### config.mk
export PLATFORM = sky130hd
export DESIGN_NAME = sftc_div
export DESIGN_NICKNAME = d
export VERILOG_FILES = /design/src/sftc_pkg.sv /design/src/sftc_div.sv
export SDC_FILE = /design/constraint.sdc
export NUM_CORES = 1
export LEC_CHECK = 0
export BUFFER_PORTS_ARGS = -buffer_cell sky130_fd_sc_hd__buf_2
export CAP_MARGIN = 25
export CORE_MARGIN = 8
export CORE_UTILIZATION = 49
export CTS_CLUSTER_SIZE = 12
export DETAILED_ROUTE_END_ITERATION = 6
export PLACE_DENSITY = 0.76
export SLEW_MARGIN = 10
export SYNTH_ARGS = -nofsm -noshare
export SYNTH_HDL_FRONTEND = slang
export SYNTH_SLANG_ARGS = --single-unit
### constraint.sdc
create_clock -name clk -period 4.8 [get_ports clk]
set_input_delay 0.48 -clock clk [delete_from_list [all_inputs] [get_ports clk]]
set_output_delay 0.48 -clock clk [all_outputs]
set_load 0.03 [all_outputs]
### src/sftc_pkg.sv
// ----------------------------------------------------------------------------
// sftc_pkg
// Shared constants, types and the fractional power-of-two table for the
// softmax threshold classifier.
// ----------------------------------------------------------------------------
`default_nettype none

package sftc_pkg;

	localparam int MAX_CLASSES = 1024;
	localparam int ADDR_W      = $clog2(MAX_CLASSES);
	localparam int CNT_W       = $clog2(MAX_CLASSES + 1);
	localparam int RESULT_CAP  = 50;
	localparam int RES_W       = $clog2(RESULT_CAP + 1);

	localparam int LOGIT_W = 16;
	localparam int IDX_W   = 10;
	localparam int CONF_W  = 14;
	localparam int EXP_W   = 32;
	localparam int SUM_W   = 40;
	localparam int PROD_W  = EXP_W + CONF_W;   // exp * 10000
	localparam int TSUM_W  = SUM_W + CONF_W;   // threshold * sum
	localparam int MANT_W  = 18;

	localparam int CFG_AW  = 3;
	localparam int CFG_DW  = 32;
	localparam logic [CFG_AW-1:0] REG_THRESHOLD = 3'd0;

	localparam logic [CONF_W-1:0] THRESH_RESET = 14'd5100;
	localparam logic [CONF_W-1:0] THRESH_FLOOR = 14'd200;
	localparam logic [CONF_W-1:0] CONF_FULL    = 14'd10000;
	localparam logic signed [13:0] LOG2E_Q12   = 14'sd5909;

	// one exponential leaving the exp pipeline
	typedef struct packed {
		logic             valid;
		logic             last;
		logic [EXP_W-1:0] value;
	} exp_res_t;

	// round(2^(i/16) * 65536)
	function automatic logic [MANT_W-1:0] pow2_frac(input logic [4:0] i);
		logic [MANT_W-1:0] v;
		case (i)
			5'd0:  v = 18'd65536;
			5'd1:  v = 18'd68438;
			5'd2:  v = 18'd71468;
			5'd3:  v = 18'd74632;
			5'd4:  v = 18'd77936;
			5'd5:  v = 18'd81386;
			5'd6:  v = 18'd84990;
			5'd7:  v = 18'd88752;
			5'd8:  v = 18'd92682;
			5'd9:  v = 18'd96785;
			5'd10: v = 18'd101070;
			5'd11: v = 18'd105545;
			5'd12: v = 18'd110218;
			5'd13: v = 18'd115098;
			5'd14: v = 18'd120194;
			5'd15: v = 18'd125515;
			default: v = 18'd131072;
		endcase
		return v;
	endfunction

endpackage

`default_nettype wire

### src/sftc_div.sv
// ----------------------------------------------------------------------------
// sftc_div
// Restoring divider, one quotient bit a cycle, for the confidence value.
// ----------------------------------------------------------------------------
`default_nettype none

module sftc_div (
	input  wire logic                              clk,
	input  wire logic                              arst_n,
	input  wire logic                              start,
	input  wire logic [sftc_pkg::PROD_W-1:0]       dividend,
	input  wire logic [sftc_pkg::SUM_W-1:0]        divisor,
	output logic                                   busy,
	output logic                                   done,
	output logic [sftc_pkg::CONF_W-1:0]            quotient
);

	logic [sftc_pkg::PROD_W-1:0] rem_q;
	logic [sftc_pkg::TSUM_W-1:0] dsh_q;
	logic [sftc_pkg::CONF_W-1:0] q_q;
	logic [3:0]                  cnt_q;
	logic                        ge;

	assign ge = {{(sftc_pkg::TSUM_W - sftc_pkg::PROD_W){1'b0}}, rem_q} >= dsh_q;

	// advance one quotient bit per cycle
	always_ff @(posedge clk or negedge arst_n) begin
		if (!arst_n) begin
			busy  <= 1'b0;
			done  <= 1'b0;
			cnt_q <= '0;
		end else begin
			done <= 1'b0;
			if (start) begin
				busy  <= 1'b1;
				cnt_q <= 4'(sftc_pkg::CONF_W - 1);
			end else if (busy) begin
				cnt_q <= cnt_q - 4'd1;
				if (cnt_q == 4'd0) begin
					busy <= 1'b0;
					done <= 1'b1;
				end
			end
		end
	end

	always_ff @(posedge clk) begin
		if (start) begin
			rem_q <= dividend;
			dsh_q <= {divisor, {(sftc_pkg::CONF_W - 1){1'b0}}, 1'b0} >> 1;
			q_q   <= '0;
		end else if (busy) begin
			if (ge) begin
				rem_q <= rem_q - dsh_q[sftc_pkg::PROD_W-1:0];
			end
			q_q   <= {q_q[sftc_pkg::CONF_W-2:0], ge};
			dsh_q <= dsh_q >> 1;
		end
	end

	// clamp to full scale
	assign quotient = (q_q > sftc_pkg::CONF_FULL) ? sftc_pkg::CONF_FULL : q_q;

endmodule

`default_nettype wire

==> run_results.csv <==
group,metric,value,unit
status,outcome,"finished, final reports clean",
sta,tightest_slew,0.938,ns
clocking,htree_num_levels,4,
global_routing,track_usage,0.197,
placement,port_buffers,104,
clocking,clk_path_buf_depth,2,
synth,synth-edff-count,86,
setup_path,reg2regPathDepth,11,
cells_and_area,area_growth_syn_to_layout,16.5,%
synth,synth_fp_nets,1043,
clocking,cts_made_buffers,17,
global_routing,grt_pass1_vias,6562,
die,pin_count,105,
synth,synth_most_common_cell,"nand2_1",
global_routing,use_met3,0.0494,
die,row_count,46,
synth,synthArstFlopShare,0.0504,
power_and_ir_drop,sw_frac_of_total,0.335,
job,drv_cap,0,
die,core-area,15800,sq um
setup_path,crit_start,"dsh_q[1]",
die,dieArea,20400,sq um
setup_path,crit_type,"register to register",
routing,drtAntennaViolNets,0,
sta,slew_headroom,0.373,
global_routing,grt_most_used_layer,"met2",
placement,place_hpwl,14300,um
min_path,min-delay-start,"dividend[11]",
power_and_ir_drop,combPwrFrac,0.306,
power_and_ir_drop,clock_power_share,0.340,
die,initial_utilization,0.499,
power_and_ir_drop,p_leak,0.00415,uW
setup_path,worstSetupStartpointType,"register",
clocking,postCtsHoldBufs,1,
sta,rsz0062_at_grt,"false",
clocking,post-cts-setup-buffer-count,0,
setup_path,arrival,3.70,ns
clocking,cts_resized,0,
synth,ys_warn_count,0,
cells_and_area,antenna_cells,0,
routing,post_drt_wl_per_cell,16.4,um
setup_path,crit_chain,"inv_1 > ha_1 > or2b_2 > a21oi_1 > o21ai_2 > a2111oi_4 > o211ai_2 > a2111oi_4 > o221ai_2 > nand2_2 > buf_12",
synth,syn_area,7900,sq um
cells_and_area,final_nets,1130,
routing,drc_errors,0,
setup_path,critPathBufInv,2,
sta,final.min_clock_period,3.57,ns
synth,netlist_top_cells_area,"edfxtp_1 33%, ha_1 7.4%, nand2_1 7.1%",
global_routing,overflow,0,
setup_path,crit_fanout,26,
clocking,cts_root_buffer,"clkbuf_16",
routing,drtPass1Iterations,5,
setup_path,path_depth,11,
power_and_ir_drop,power.density,392,nW/um^2
power_and_ir_drop,p_int,2400,uW
synth,synthTopCellsByCount,"149 x nand2_1, 86 x edfxtp_1, 79 x o21ai_0",
global_routing,grt_use_met2,0.299,
routing,drt-initial-drc-count,585,
sta,timing.fmax,280,MHz
setup_path,crit_family,"compound AO/OA/AOI/OAI gates",
synth,seq_area_frac_synth,0.414,
setup_path,cp.required,4.92,ns
setup_path,reg2reg_from,"dsh_q[1]",
power_and_ir_drop,finalPower,3610,uW
synth,yosys_register_bits,119,
sta,period_share,0.745,
power_and_ir_drop,p_sw,1210,uW
setup_path,critPathCaptureType,"register",
clocking,path_clk_slew,0.06,ns
sta,fin_worst_skew,0.00913,ns
clocking,cts_num_sinks,119,
routing,vias_per_cell,5.62,
clocking,cts_tree,"done",
synth,synth_top_cell_by_area,"edfxtp_1",
min_path,hold_class,"input pin to register",
setup_path,slowest_stage,"nand2_2",
synth,synthCells,906,
power_and_ir_drop,ir_drop,0.291,mV
sta,finalMaxSlewViolations,0,
global_routing,grt_antenna_before_repair,1,
clocking,clock_latency,0.43,ns
global_routing,grt_pass1_wl,32200,um
placement,finalWeightedCongestion,0.920,
min_path,holdPathStages,3,
global_routing,grt_start_max_net_pins,96,
sta,setup_tns,0,ns
setup_path,path_common_cell,"a2111oi_4",
synth,ys_types,65,
synth,synth.top_cell.area_share,0.327,
die,die_h,143,um
routing,wl,20100,um
sta,finalSetupViolCount,0,
sta,hold_viol,0,
global_routing,gr-usage-met1,0.270,
die,die_w,143,um
setup_path,slowest_delay,0.45,ns
synth,synth-main-ff-cell,"edfxtp_1",
cells_and_area,final_layout_size_suffix_gt1_frac,0.161,
synth,synth_area_per_cell,8.72,sq um
power_and_ir_drop,seqPwrFrac,0.354,
routing,num_vias,6873,
[power by group through the flow]
stage	Combinational, uW	Clock (uW)	Sequential (uW)
after detailed placement	1070	0	1300
after CTS	1090	1240	1280
after global routing	1230	1290	1290
final	1110	1230	1280
after floorplan	833	0	1280
after global placement	1060	0	1290
[tightest hold or removal path: stages]
cell and delay, ns:
buf_2 0.07, nand2_1 0.05, nand2_1 0.05
[per-layer routing]
metal  up-vias  part of all wire
met1      3200              0.47
met2       252              0.44
met3        27             0.075
met4         2             0.014
met5         -           0.00065
li1       3392                 -
[state kept, by name (all words and copies together) (netlist names)]
signal	flops
done	1
dsh_q	53
cnt_q	4
q_q	14
busy	1
rem_q	46
[final timing paths]
check	endpoint	slack (ns)
setup / recovery	rem_q[5]	1.23
hold / removal	rem_q[11]	0.33
setup reg to reg	rem_q[5]	1.23
hold reg to reg	dsh_q[0]	0.52
max in group asynchronous	busy	4.24
min in group asynchronous	cnt_q[1]	0.40
[cells by family after synthesis]
group,count (synthesis),synth area share
multiplexers,29,0.0369
AO/OA/AOI/OAI,257,0.209
adder cells (fa/ha/maj),48,0.0770
AND/OR/NAND/NOR,301,0.168
XOR/XNOR,34,0.0377
buffers and inverters,118,0.0572
flip-flops,119,0.414
[layout make-up]
type | instances | area [sq um]
Sequential cell | 119 | 3270
Multi-Input combinational cell | 669 | 4180
Timing Repair Buffer | 112 | 648
Clock inverter | 14 | 120
Clock buffer | 18 | 439
Inverter | 74 | 278
Fill cell | 1445 | 6620
Tap cell | 216 | 270
[through the flow]
step	hold slack (ns)	worst slack (ns)	cells	area (sq um)	util
3_5_place_dp	0.311	1.21	1186	8580	0.542
5_1_grt	0.334	0.964	1222	9210	0.582
4_1_cts	0.324	1.22	1219	9150	0.578
2_1_floorplan	0.184	1.07	906	7900	-
3_3_place_gp	0.311	1.28	1186	8580	0.542
6_report	0.329	1.23	1222	9210	0.582
[cells in the final DEF (no fill, tap or decap), types with 17 or more instances in the layout]
cell type  netlist  final
ha_1            47     47
edfxtp_1        86     86
nor2_1          73     73
inv_1           72     72
clkbuf_16        0     17
buf_2            4    104
a21o_1          18     18
xnor2_1         27     27
nand2_1        149    148
a21oi_1         64     64
mux2i_1         28     28
dfxtp_1         27     27
o21ai_0         79     79
No activity file was read; power rests on OpenSTA's default activity.
