$ cat src/sftc_pkg.sv
// ----------------------------------------------------------------------------
// sftc_pkg
// Shared constants, types and the fractional power-of-two table for the
// softmax threshold classifier.
// ----------------------------------------------------------------------------
`default_nettype none

package sftc_pkg;

	localparam int MAX_CLASSES = 1024;
	localparam int ADDR_W      = $clog2(MAX_CLASSES);
	localparam int CNT_W       = $clog2(MAX_CLASSES + 1);
	localparam int RESULT_CAP  = 50;
	localparam int RES_W       = $clog2(RESULT_CAP + 1);

	localparam int LOGIT_W = 16;
	localparam int IDX_W   = 10;
	localparam int CONF_W  = 14;
	localparam int EXP_W   = 32;
	localparam int SUM_W   = 40;
	localparam int PROD_W  = EXP_W + CONF_W;   // exp * 10000
	localparam int TSUM_W  = SUM_W + CONF_W;   // threshold * sum
	localparam int MANT_W  = 18;

	localparam int CFG_AW  = 3;
	localparam int CFG_DW  = 32;
	localparam logic [CFG_AW-1:0] REG_THRESHOLD = 3'd0;

	localparam logic [CONF_W-1:0] THRESH_RESET = 14'd5100;
	localparam logic [CONF_W-1:0] THRESH_FLOOR = 14'd200;
	localparam logic [CONF_W-1:0] CONF_FULL    = 14'd10000;
	localparam logic signed [13:0] LOG2E_Q12   = 14'sd5909;

	// one exponential leaving the exp pipeline
	typedef struct packed {
		logic             valid;
		logic             last;
		logic [EXP_W-1:0] value;
	} exp_res_t;

	// round(2^(i/16) * 65536)
	function automatic logic [MANT_W-1:0] pow2_frac(input logic [4:0] i);
		logic [MANT_W-1:0] v;
		case (i)
			5'd0:  v = 18'd65536;
			5'd1:  v = 18'd68438;
			5'd2:  v = 18'd71468;
			5'd3:  v = 18'd74632;
			5'd4:  v = 18'd77936;
			5'd5:  v = 18'd81386;
			5'd6:  v = 18'd84990;
			5'd7:  v = 18'd88752;
			5'd8:  v = 18'd92682;
			5'd9:  v = 18'd96785;
			5'd10: v = 18'd101070;
			5'd11: v = 18'd105545;
			5'd12: v = 18'd110218;
			5'd13: v = 18'd115098;
			5'd14: v = 18'd120194;
			5'd15: v = 18'd125515;
			default: v = 18'd131072;
		endcase
		return v;
	endfunction

endpackage

`default_nettype wire

$ cat src/sftc_exp.sv
// ----------------------------------------------------------------------------
// sftc_exp
// Two-stage fixed-point exponential: log2(e) scaling, then table,
// interpolation and shift.
// ----------------------------------------------------------------------------
`default_nettype none

module sftc_exp (
	input  wire logic                                 clk,
	input  wire logic                                 arst_n,
	input  wire logic                                 in_valid,
	input  wire logic signed [sftc_pkg::LOGIT_W-1:0] in_logit,
	input  wire logic                                 in_last,
	output sftc_pkg::exp_res_t                        res_s2,
	output logic                                      last_busy
);

	logic               v_s1;
	logic               last_s1;
	logic signed [17:0] y_s1;
	logic signed [29:0] prod;

	logic                        v_s2;
	logic                        last_s2;
	logic [sftc_pkg::EXP_W-1:0]  value_s2;

	logic signed [9:0]               ip;
	logic [3:0]                      idx;
	logic [3:0]                      lo;
	logic [sftc_pkg::MANT_W-1:0]     t0;
	logic [sftc_pkg::MANT_W-1:0]     t1;
	logic [16:0]                     step;
	logic [sftc_pkg::MANT_W-1:0]     mant;
	logic [9:0]                      nip;
	logic [33:0]                     shl;
	logic [sftc_pkg::EXP_W-1:0]      e;

	// scale by log2(e) in Q12, keep Q8
	assign prod = in_logit * sftc_pkg::LOG2E_Q12;

	always_ff @(posedge clk or negedge arst_n) begin
		if (!arst_n) begin
			v_s1 <= 1'b0;
		end else begin
			v_s1 <= in_valid;
		end
	end

	always_ff @(posedge clk) begin
		y_s1    <= prod[29:12];
		last_s1 <= in_last;
	end

	// mantissa from table with linear interpolation, then shift by integer part
	always_comb begin
		ip   = y_s1[17:8];
		idx  = y_s1[7:4];
		lo   = y_s1[3:0];
		t0   = sftc_pkg::pow2_frac({1'b0, idx});
		t1   = sftc_pkg::pow2_frac({1'b0, idx} + 5'd1);
		step = 17'((t1 - t0) * {14'd0, lo});
		mant = t0 + {5'd0, step[16:4]};
		nip  = -ip;
		shl  = {16'd0, mant} << ip[3:0];
		if (ip >= 10'sd16) begin
			e = '1;
		end else if (ip >= 10'sd0) begin
			e = shl[31:0];
		end else if (ip <= -10'sd32) begin
			e = '0;
		end else begin
			e = {14'd0, mant} >> nip[4:0];
		end
	end

	always_ff @(posedge clk or negedge arst_n) begin
		if (!arst_n) begin
			v_s2 <= 1'b0;
		end else begin
			v_s2 <= v_s1;
		end
	end

	always_ff @(posedge clk) begin
		last_s2  <= last_s1;
		value_s2 <= e;
	end

	assign res_s2    = '{valid: v_s2, last: last_s2, value: value_s2};
	assign last_busy = (v_s1 && last_s1) || (v_s2 && last_s2);

endmodule

`default_nettype wire

$ cat config.mk
export PLATFORM = sky130hd
export DESIGN_NAME = sftc_exp
export DESIGN_NICKNAME = d
export VERILOG_FILES = /design/src/sftc_pkg.sv /design/src/sftc_exp.sv
export SDC_FILE = /design/constraint.sdc
export NUM_CORES = 1
export LEC_CHECK = 0
export ABC_AREA = 1
export ABC_CLOCK_PERIOD_IN_PS = 10400
export BUFFER_PORTS_ARGS = -buffer_cell sky130_fd_sc_hd__buf_4
export CAP_MARGIN = 5
export CORE_MARGIN = 5
export CORE_UTILIZATION = 55
export DETAILED_ROUTE_END_ITERATION = 16
export PLACE_DENSITY_LB_ADDON = 0.25
export SLEW_MARGIN = 5
export SYNTH_ARGS = -nofsm -noshare
export SYNTH_HDL_FRONTEND = slang
export SYNTH_SLANG_ARGS = --single-unit
$ cat constraint.sdc
create_clock -name clk -period 10.4 [get_ports clk]
set_input_delay 1.04 -clock clk [delete_from_list [all_inputs] [get_ports clk]]
set_output_delay 1.04 -clock clk [all_outputs]
set_load 0.03 [all_outputs]
==> results of run 1 <==
-- cell families (layout without fill, tap and decap cells) --
kind of cell | count (synthesis) | after routing | synth area share (%)
adders and majority gates | 268 | 268 | 34.0
xor gates and xnor gates | 50 | 50 | 3.98
AOI/OAI and AO/OA | 186 | 186 | 8.95
and+or+nand+nor | 789 | 789 | 28.7
buffers and inverters | 392 | 421 | 12.7
DFF | 70 | 70 | 11.6
-- layout by cell type (no fill, tap or decap), drive strengths merged, types with 2 or more instances in the layout --
master / synthesis / routed
nand4: 17 / 17
and2: 4 / 4
clkinv: 1 / 2
nor4: 3 / 3
a21oi: 72 / 72
fa: 104 / 104
o2111ai: 2 / 2
clkbuf: 19 / 9
bufinv: 0 / 2
or2: 7 / 7
o31ai: 3 / 3
buf: 23 / 55
a211oi: 3 / 3
a21boi: 2 / 2
nand3: 227 / 227
o211ai: 3 / 3
nor3: 17 / 17
dfrtp: 2 / 2
a31o: 2 / 2
nand2: 386 / 386
a31oi: 13 / 13
o21a: 2 / 2
a21o: 3 / 3
o21bai: 8 / 8
dfxtp: 68 / 68
nor2: 124 / 124
o21ai: 63 / 63
a22oi: 3 / 3
ha: 164 / 164
xnor2: 17 / 17
nand3b: 2 / 2
inv: 349 / 352
xor2: 33 / 33
-- worst reg2reg max path, delay by kind of cell, from the launching register on --
family | cells | cell delay (ns)
AOI/OAI and AO/OA | 6 | 1.11
xor gates and xnor gates | 1 | 0.19
adders and majority gates | 6 | 2.41
buffers and inverters | 5 | 0.56
DFF | 1 | 0.51
and+or+nand+nor | 29 | 3.22
-- cells in the mapped netlist (2+ instances only) --
master,number
a21oi_1,69
o21ai_0,54
nor2_4,2
o21bai_1,7
nand3b_1,2
a21oi_2,3
a31oi_1,13
nand2_1,375
inv_2,6
nand4_1,17
dfxtp_1,68
o31ai_1,3
nor3_1,15
inv_1,340
inv_4,2
or2_2,4
a211oi_1,3
or2_1,3
a31o_2,2
fa_1,104
nand2_4,2
nand3_1,221
xor2_1,31
a21boi_1,2
a22oi_1,3
o211ai_1,3
nor4_1,3
a21o_1,2
buf_6,5
nor2_2,5
clkbuf_1,19
o2111ai_1,2
ha_1,164
nand2_2,9
dfrtp_1,2
and2_1,3
nand3_2,6
buf_2,9
buf_1,5
xnor2_1,16
nor2_1,116
o21a_1,2
buf_4,4
o21ai_1,8
-- per-stage QoR --
stage	util (%)	hold WS [ns]	setup slack, ns	instances
after CTS	59.9	0.353	2.35	2064
after global routing	59.9	0.373	1.60	2064
after global placement	58.3	0.337	2.39	2048
after detailed placement	58.3	0.340	2.38	2048
final	59.9	0.350	2.28	2064
after floorplan	-	0.331	3.82	1755
-- area by class of cell --
type / count / area [um^2] / area share [%]
multi-input cells: 1293 / 9190 / 70.6
flip-flops and latches: 70 / 1410 / 10.8
inverters: 350 / 1320 / 10.2
repair buffers: 55 / 413 / 3.17
well taps: 280 / 350 / 2.69
clock buffers: 9 / 225 / 1.73
clock inverters: 7 / 105 / 0.807
-- per-layer routing --
layer  vias up  GRT usage, %  part of all wire [%]
li1       5639             -                     -
met1      5185          32.9                    44
met2       387          41.5                    47
met3        69          3.29                   6.5
met4         0          6.70                   2.6
met5         -             0                     0
-- sequential cells by signal, indices dropped and copies added (netlist names) --
name / flops
value_s2: 32
y_s1: 18
t0: 16
last_s1: 1
last_s2: 1
v_s1: 1
v_s2: 1
-- final timing paths --
| kind | end | cells past startpoint |
|---|---|---|
| hold / removal | last_s2$_DFF_P_ | 0 |
| setup reg to reg | value_s2[0]$_SDFF_PP1_ | 47 |
| hold reg to reg | last_s2$_DFF_P_ | 0 |
| min in group asynchronous | v_s1$_DFF_PN0_ | 1 |
| max in group asynchronous | v_s2$_DFF_PN0_ | 1 |
| setup / recovery | value_s2[0]$_SDFF_PP1_ | 47 |
==> out/results.txt, run 1 <==
Status = finished, final reports clean
Worst Hold Class = flip-flop to flip-flop
# hold bufs at CTS = 0
Final critical-path share of the clock period = 78.1%
DRT Pass-1 Iters = 6
Routed wire length = 29600 um
Placed Area = 0.0127 mm^2
H-tree depth = 3
Max-cap viol count = 0
Initial antenna violation count = 0
Area contributors post-synth = fa_1 17%, ha_1 17%, nand2_1 12%, dfxtp_1 11%, inv_1 11%
Via count = 11300
Worst R2R Start = y_s1[4]$_DFF_P_
Final min period = 8.12 ns
Gate Count Post-Synth = 1755
Cell variety after synth = 65
Share of cells above drive strength 1 = 6.89%
Worst path arrival time = 8.32 ns
Gpl congestion = 0.975
Yosys top cell by area = fa_1
Setup bufs post-CTS = 0
GRT Resource Usage Total = 24.5%
Max Slew Vio Count = 0
Filler cells = 2023
Initial Util = 55.8%
Slew headroom = 27.7%
Crit-path most repeated cell = nand2_1
RSZ-0062 raised after global routing = no
Final Cell Area = 0.0130 mm^2
Largest net degree at the start of global routing = 28
TNS Setup = 0 ns
Top-area cell type share of the netlist area = 17.1%
Worst Setup Start Kind = flip-flop
Sinks on Clock Net = 70
CTS Buffer Depth = 2
Crit end category = flip-flop
Area Growth Syn to Fin = 7.18%
Worst-path fanout max = 11
Die ar. = 0.0252 mm^2
HPWL after detailed placement = 25000 um
Bufs and invs on worst path = 5
#FFs+latches synth = 70
Clock skew = 0.00961 ns
Root Buffer = clkbuf_16
CP max stage cell = nor2_1
Final hold vios = 0
Syn. warnings = 0
Reg2reg setup slack = 2.28 ns
Final setup fails = 0
Drt wl/cell = 14.3 um
Resized cells post-CTS = 0
DRC = 0
Remaining Overflow, GRT = 0
Critical path class = flip-flop to flip-flop
Initial DRC count = 1018
FMAX = 123 MHz
Mean post-synth cell area = 6.92 um^2
N_diodes = 0
Height of the die = 159 um
Post-DRT Antenna Nets = 0
Cell Area, Synth = 0.0121 mm^2
CTS tree = done
Vias in the first global route = 11000
Core ar. = 0.0218 mm^2
Worst setup path start = y_s1[4]$_DFF_P_
Measured slew at the worst slew-check pin = 1.08 ns
Vias per inst = 5.47
CP max stage delay = 0.54 ns
Clock slew at reported path FFs = 0.06 ns
Worst path required time = 10.61 ns
# IOs = 55
First-pass GRT wire length = 50700 um
Synth async-reset ratio = 2.86%
Final net count = 2067
DIE WIDTH = 159 um
Register area share after synthesis = 11.6%
Rows = 54
Latest clock arrival within the worst-skew pair = 0.35 ns
Top FF cell, synth = dfxtp_1
TritonCTS Buffers = 9
Port buffer count = 54
Worst path top cell family by delay = simple AND/OR/NAND/NOR gates
Min-delay src = last_s1$_DFF_P_
Post-synth EDFFs = 0
Syn nets = 2043
Power of run 1 is not shown: default switching activity piles up to over one toggle a cycle in this logic, so the estimate is an artifact.
==> run 2: changes to the inputs <==
--- a/config.mk
+++ b/config.mk
@@ -6,7 +6,7 @@
 export NUM_CORES = 1
 export LEC_CHECK = 0
 export ABC_AREA = 1
-export ABC_CLOCK_PERIOD_IN_PS = 10400
+export ABC_CLOCK_PERIOD_IN_PS = 6850
 export BUFFER_PORTS_ARGS = -buffer_cell sky130_fd_sc_hd__buf_4
 export CAP_MARGIN = 5
 export CORE_MARGIN = 5
==> constraint.sdc (replaced) <==
create_clock -name clk -period 6.85 [get_ports clk]
set_input_delay 0.685 -clock clk [delete_from_list [all_inputs] [get_ports clk]]
set_output_delay 0.685 -clock clk [all_outputs]
set_load 0.03 [all_outputs]
==> run 2 against run 1 <==
Compared with the run above: clock skew increased by 0.0032 ns; hold slack got worse by 0.25 ns; die area unchanged; global-route usage increased by 1.7 points; final area increased by 19%; sequential share of layout area decreased by 1.7 points; via count increased by 8.3%; routed wire length increased by 16%; flip-flop and latch count unchanged; maximum frequency increased by 19%.
==> out/results.txt, run 2 (synthesized netlist as in run 1, its figures left out) <==
Port buffer count = 54 (unchanged)
Crit-path most repeated cell = nand2_2
Slew headroom = 15.1% (-13 points)
Worst Setup Start Kind = flip-flop
Worst path required time = 7.07 ns (-3.54 ns)
Clock slew at reported path FFs = 0.06 ns (about the same)
Remaining Overflow, GRT = 0 (unchanged)
H-tree depth = 3 (unchanged)
Largest net degree at the start of global routing = 28 (unchanged)
Worst R2R End = value_s2[18]$_SDFF_PP1_
First-pass GRT wire length = 54100 um (+6.8%)
Vias in the first global route = 11800 (+7.3%)
Initial antenna violation count = 0 (unchanged)
Worst path top cell family by delay = simple AND/OR/NAND/NOR gates
# IOs = 55 (unchanged)
Bufs and invs on worst path = 8 (+3)
RSZ-0062 raised after global routing = yes
Share of cells above drive strength 1 = 27.3% (+20 points)
Height of the die = 159 um (unchanged)
Final critical-path share of the clock period = 99.9% (+22 points)
Highest metal used = met4
Commonest non-fill, non-tap cell in the layout = inv_1
Critical path class = flip-flop to flip-flop
Core ar. = 0.0218 mm^2 (unchanged)
Final net count = 2224 (+7.6%)
Fin worst setup slack = 0.00673 ns (-2.28 ns)
Most frequent cells in the layout = 311 x inv_1, 308 x nand2_1, 207 x buf_4, 174 x nand3_1, 140 x ha_1
Drt wl/cell = 15.4 um (+7.5%)
Root Buffer = clkbuf_16
Die ar. = 0.0252 mm^2 (unchanged)
GRT Resource Usage Total = 26.2% (+1.7 points)
HPWL after detailed placement = 26500 um (+6.3%)
Final hold vios = 0 (unchanged)
DIE WIDTH = 159 um (unchanged)
DRT Pass-1 Iters = 5 (-1)
Initial Util = 55.8% (unchanged)
Worst path arrival time = 7.06 ns (-1.26 ns)
M1 wire length = 14000 um (+7.4%)
Via count = 12200 (+8.3%)
Gpl congestion = 1.01 (+3.5%)
DRC = 0 (unchanged)
Max-cap viol count = 0 (unchanged)
Worst-path fanout max = 5 (-6)
CTS Buffer Depth = 2 (unchanged)
CP max stage cell = fa_1
Routed wire length = 34200 um (+16%)
Max Slew Vio Count = 0 (unchanged)
Pre-CTS WS = -0.377 ns (-2.76 ns)
Worst Hold Class = primary input to asynchronous set/reset pin
Final min period = 6.84 ns (-1.27 ns)
Rows = 54 (unchanged)
TritonCTS Buffers = 9 (unchanged)
Met3 WL = 2070 um (+7.0%)
CTS tree = done
TNS Setup = 0 ns (unchanged)
Biggest register = value_s2
Final setup fails = 0 (unchanged)
Clock skew = 0.0128 ns (+0.00316 ns)
Metal2 WL = 17000 um (+23%)
Area Growth Syn to Fin = 27.4%
R2R depth = 51 (+8.5%)
Measured slew at the worst slew-check pin = 1.27 ns (+0.189 ns)
Number of flip-flops in the largest register = 32 (unchanged)
Status = finished, final reports clean
FMAX = 146 MHz (+19%)
Worst R2R Start = y_s1[4]$_DFF_P_
Reg2reg setup slack = 0.007 ns (-2.28 ns)
Sinks on Clock Net = 70 (unchanged)
Post-DRT Antenna Nets = 0 (unchanged)
Vias per inst = 5.50 (+0.68%)
CP max stage delay = 0.58 ns (+0.04 ns)
Initial DRC count = 1040 (+2.2%)
Crit end category = flip-flop
N_diodes = 0 (unchanged)
Latest clock arrival within the worst-skew pair = 0.35 ns (about the same)
## run 2: changes by cell type in the layout (fill, tap and decap cells not counted), moves of 26 or more
cell     delta
buf_4     +152
nand2_1    -67
nand2_2    +49
nand3_1    -47
nand3_2    +39
inv_1      -29
inv_2      +26
## run 2: what timing repair did
| item | CTS | global route |
|---|---|---|
| setup buffers | 2 | 26 |
| resized for setup | 52 | 271 |
| setup endpoints to repair | 32 | 32 |
| hold buffers | 0 | 0 |
| pin swaps | 10 | 117 |
## run 2: final cells by class
type	instances	area (um^2)
clock inverters	6	68.8
inverters	350	1340
repair buffers	212	1610
well taps	280	350
clock buffers	10	239
flip-flops and latches	70	1420
fillers	1739	6280
multi-input cells	1293	10500
## run 2: worst max path at each step
stage	start	end	slack, ns	cells after the start
finish	y_s1[4]$_DFF_P_	value_s2[18]$_SDFF_PP1_	0.007	51
global route	y_s1[5]$_DFF_P_	value_s2[18]$_SDFF_PP1_	-0.43	49
CTS	y_s1[4]$_DFF_P_	value_s2[14]$_SDFF_PP1_	-0.001	47
detailed placement	y_s1[4]$_DFF_P_	value_s2[8]$_SDFF_PP1_	-0.38	48
global placement	y_s1[4]$_DFF_P_	value_s2[14]$_SDFF_PP1_	-0.16	48
floorplan	y_s1[4]$_DFF_P_	value_s2[18]$_SDFF_PP1_	0.27	50
## run 2: per-stage QoR
stage          instances  utilization, %  hold slack [ns]  area (um^2)
2_1_floorplan       1755               -            0.331        12100
3_3_place_gp        2177            62.8            0.338        13700
3_5_place_dp        2177            62.8            0.341        13700
4_1_cts             2195            65.4            0.105        14200
5_1_grt             2221            71.1           0.0987        15500
6_report            2221            71.1            0.104        15500
## run 2: per-layer routing
layer,GRT usage [%],vias to the layer above
met4,8.04,0
met3,3.48,84
met2,45.2,437
li1,-,5954
met5,0,-
met1,34.1,5746
Power of run 2 is left out for the same reason.
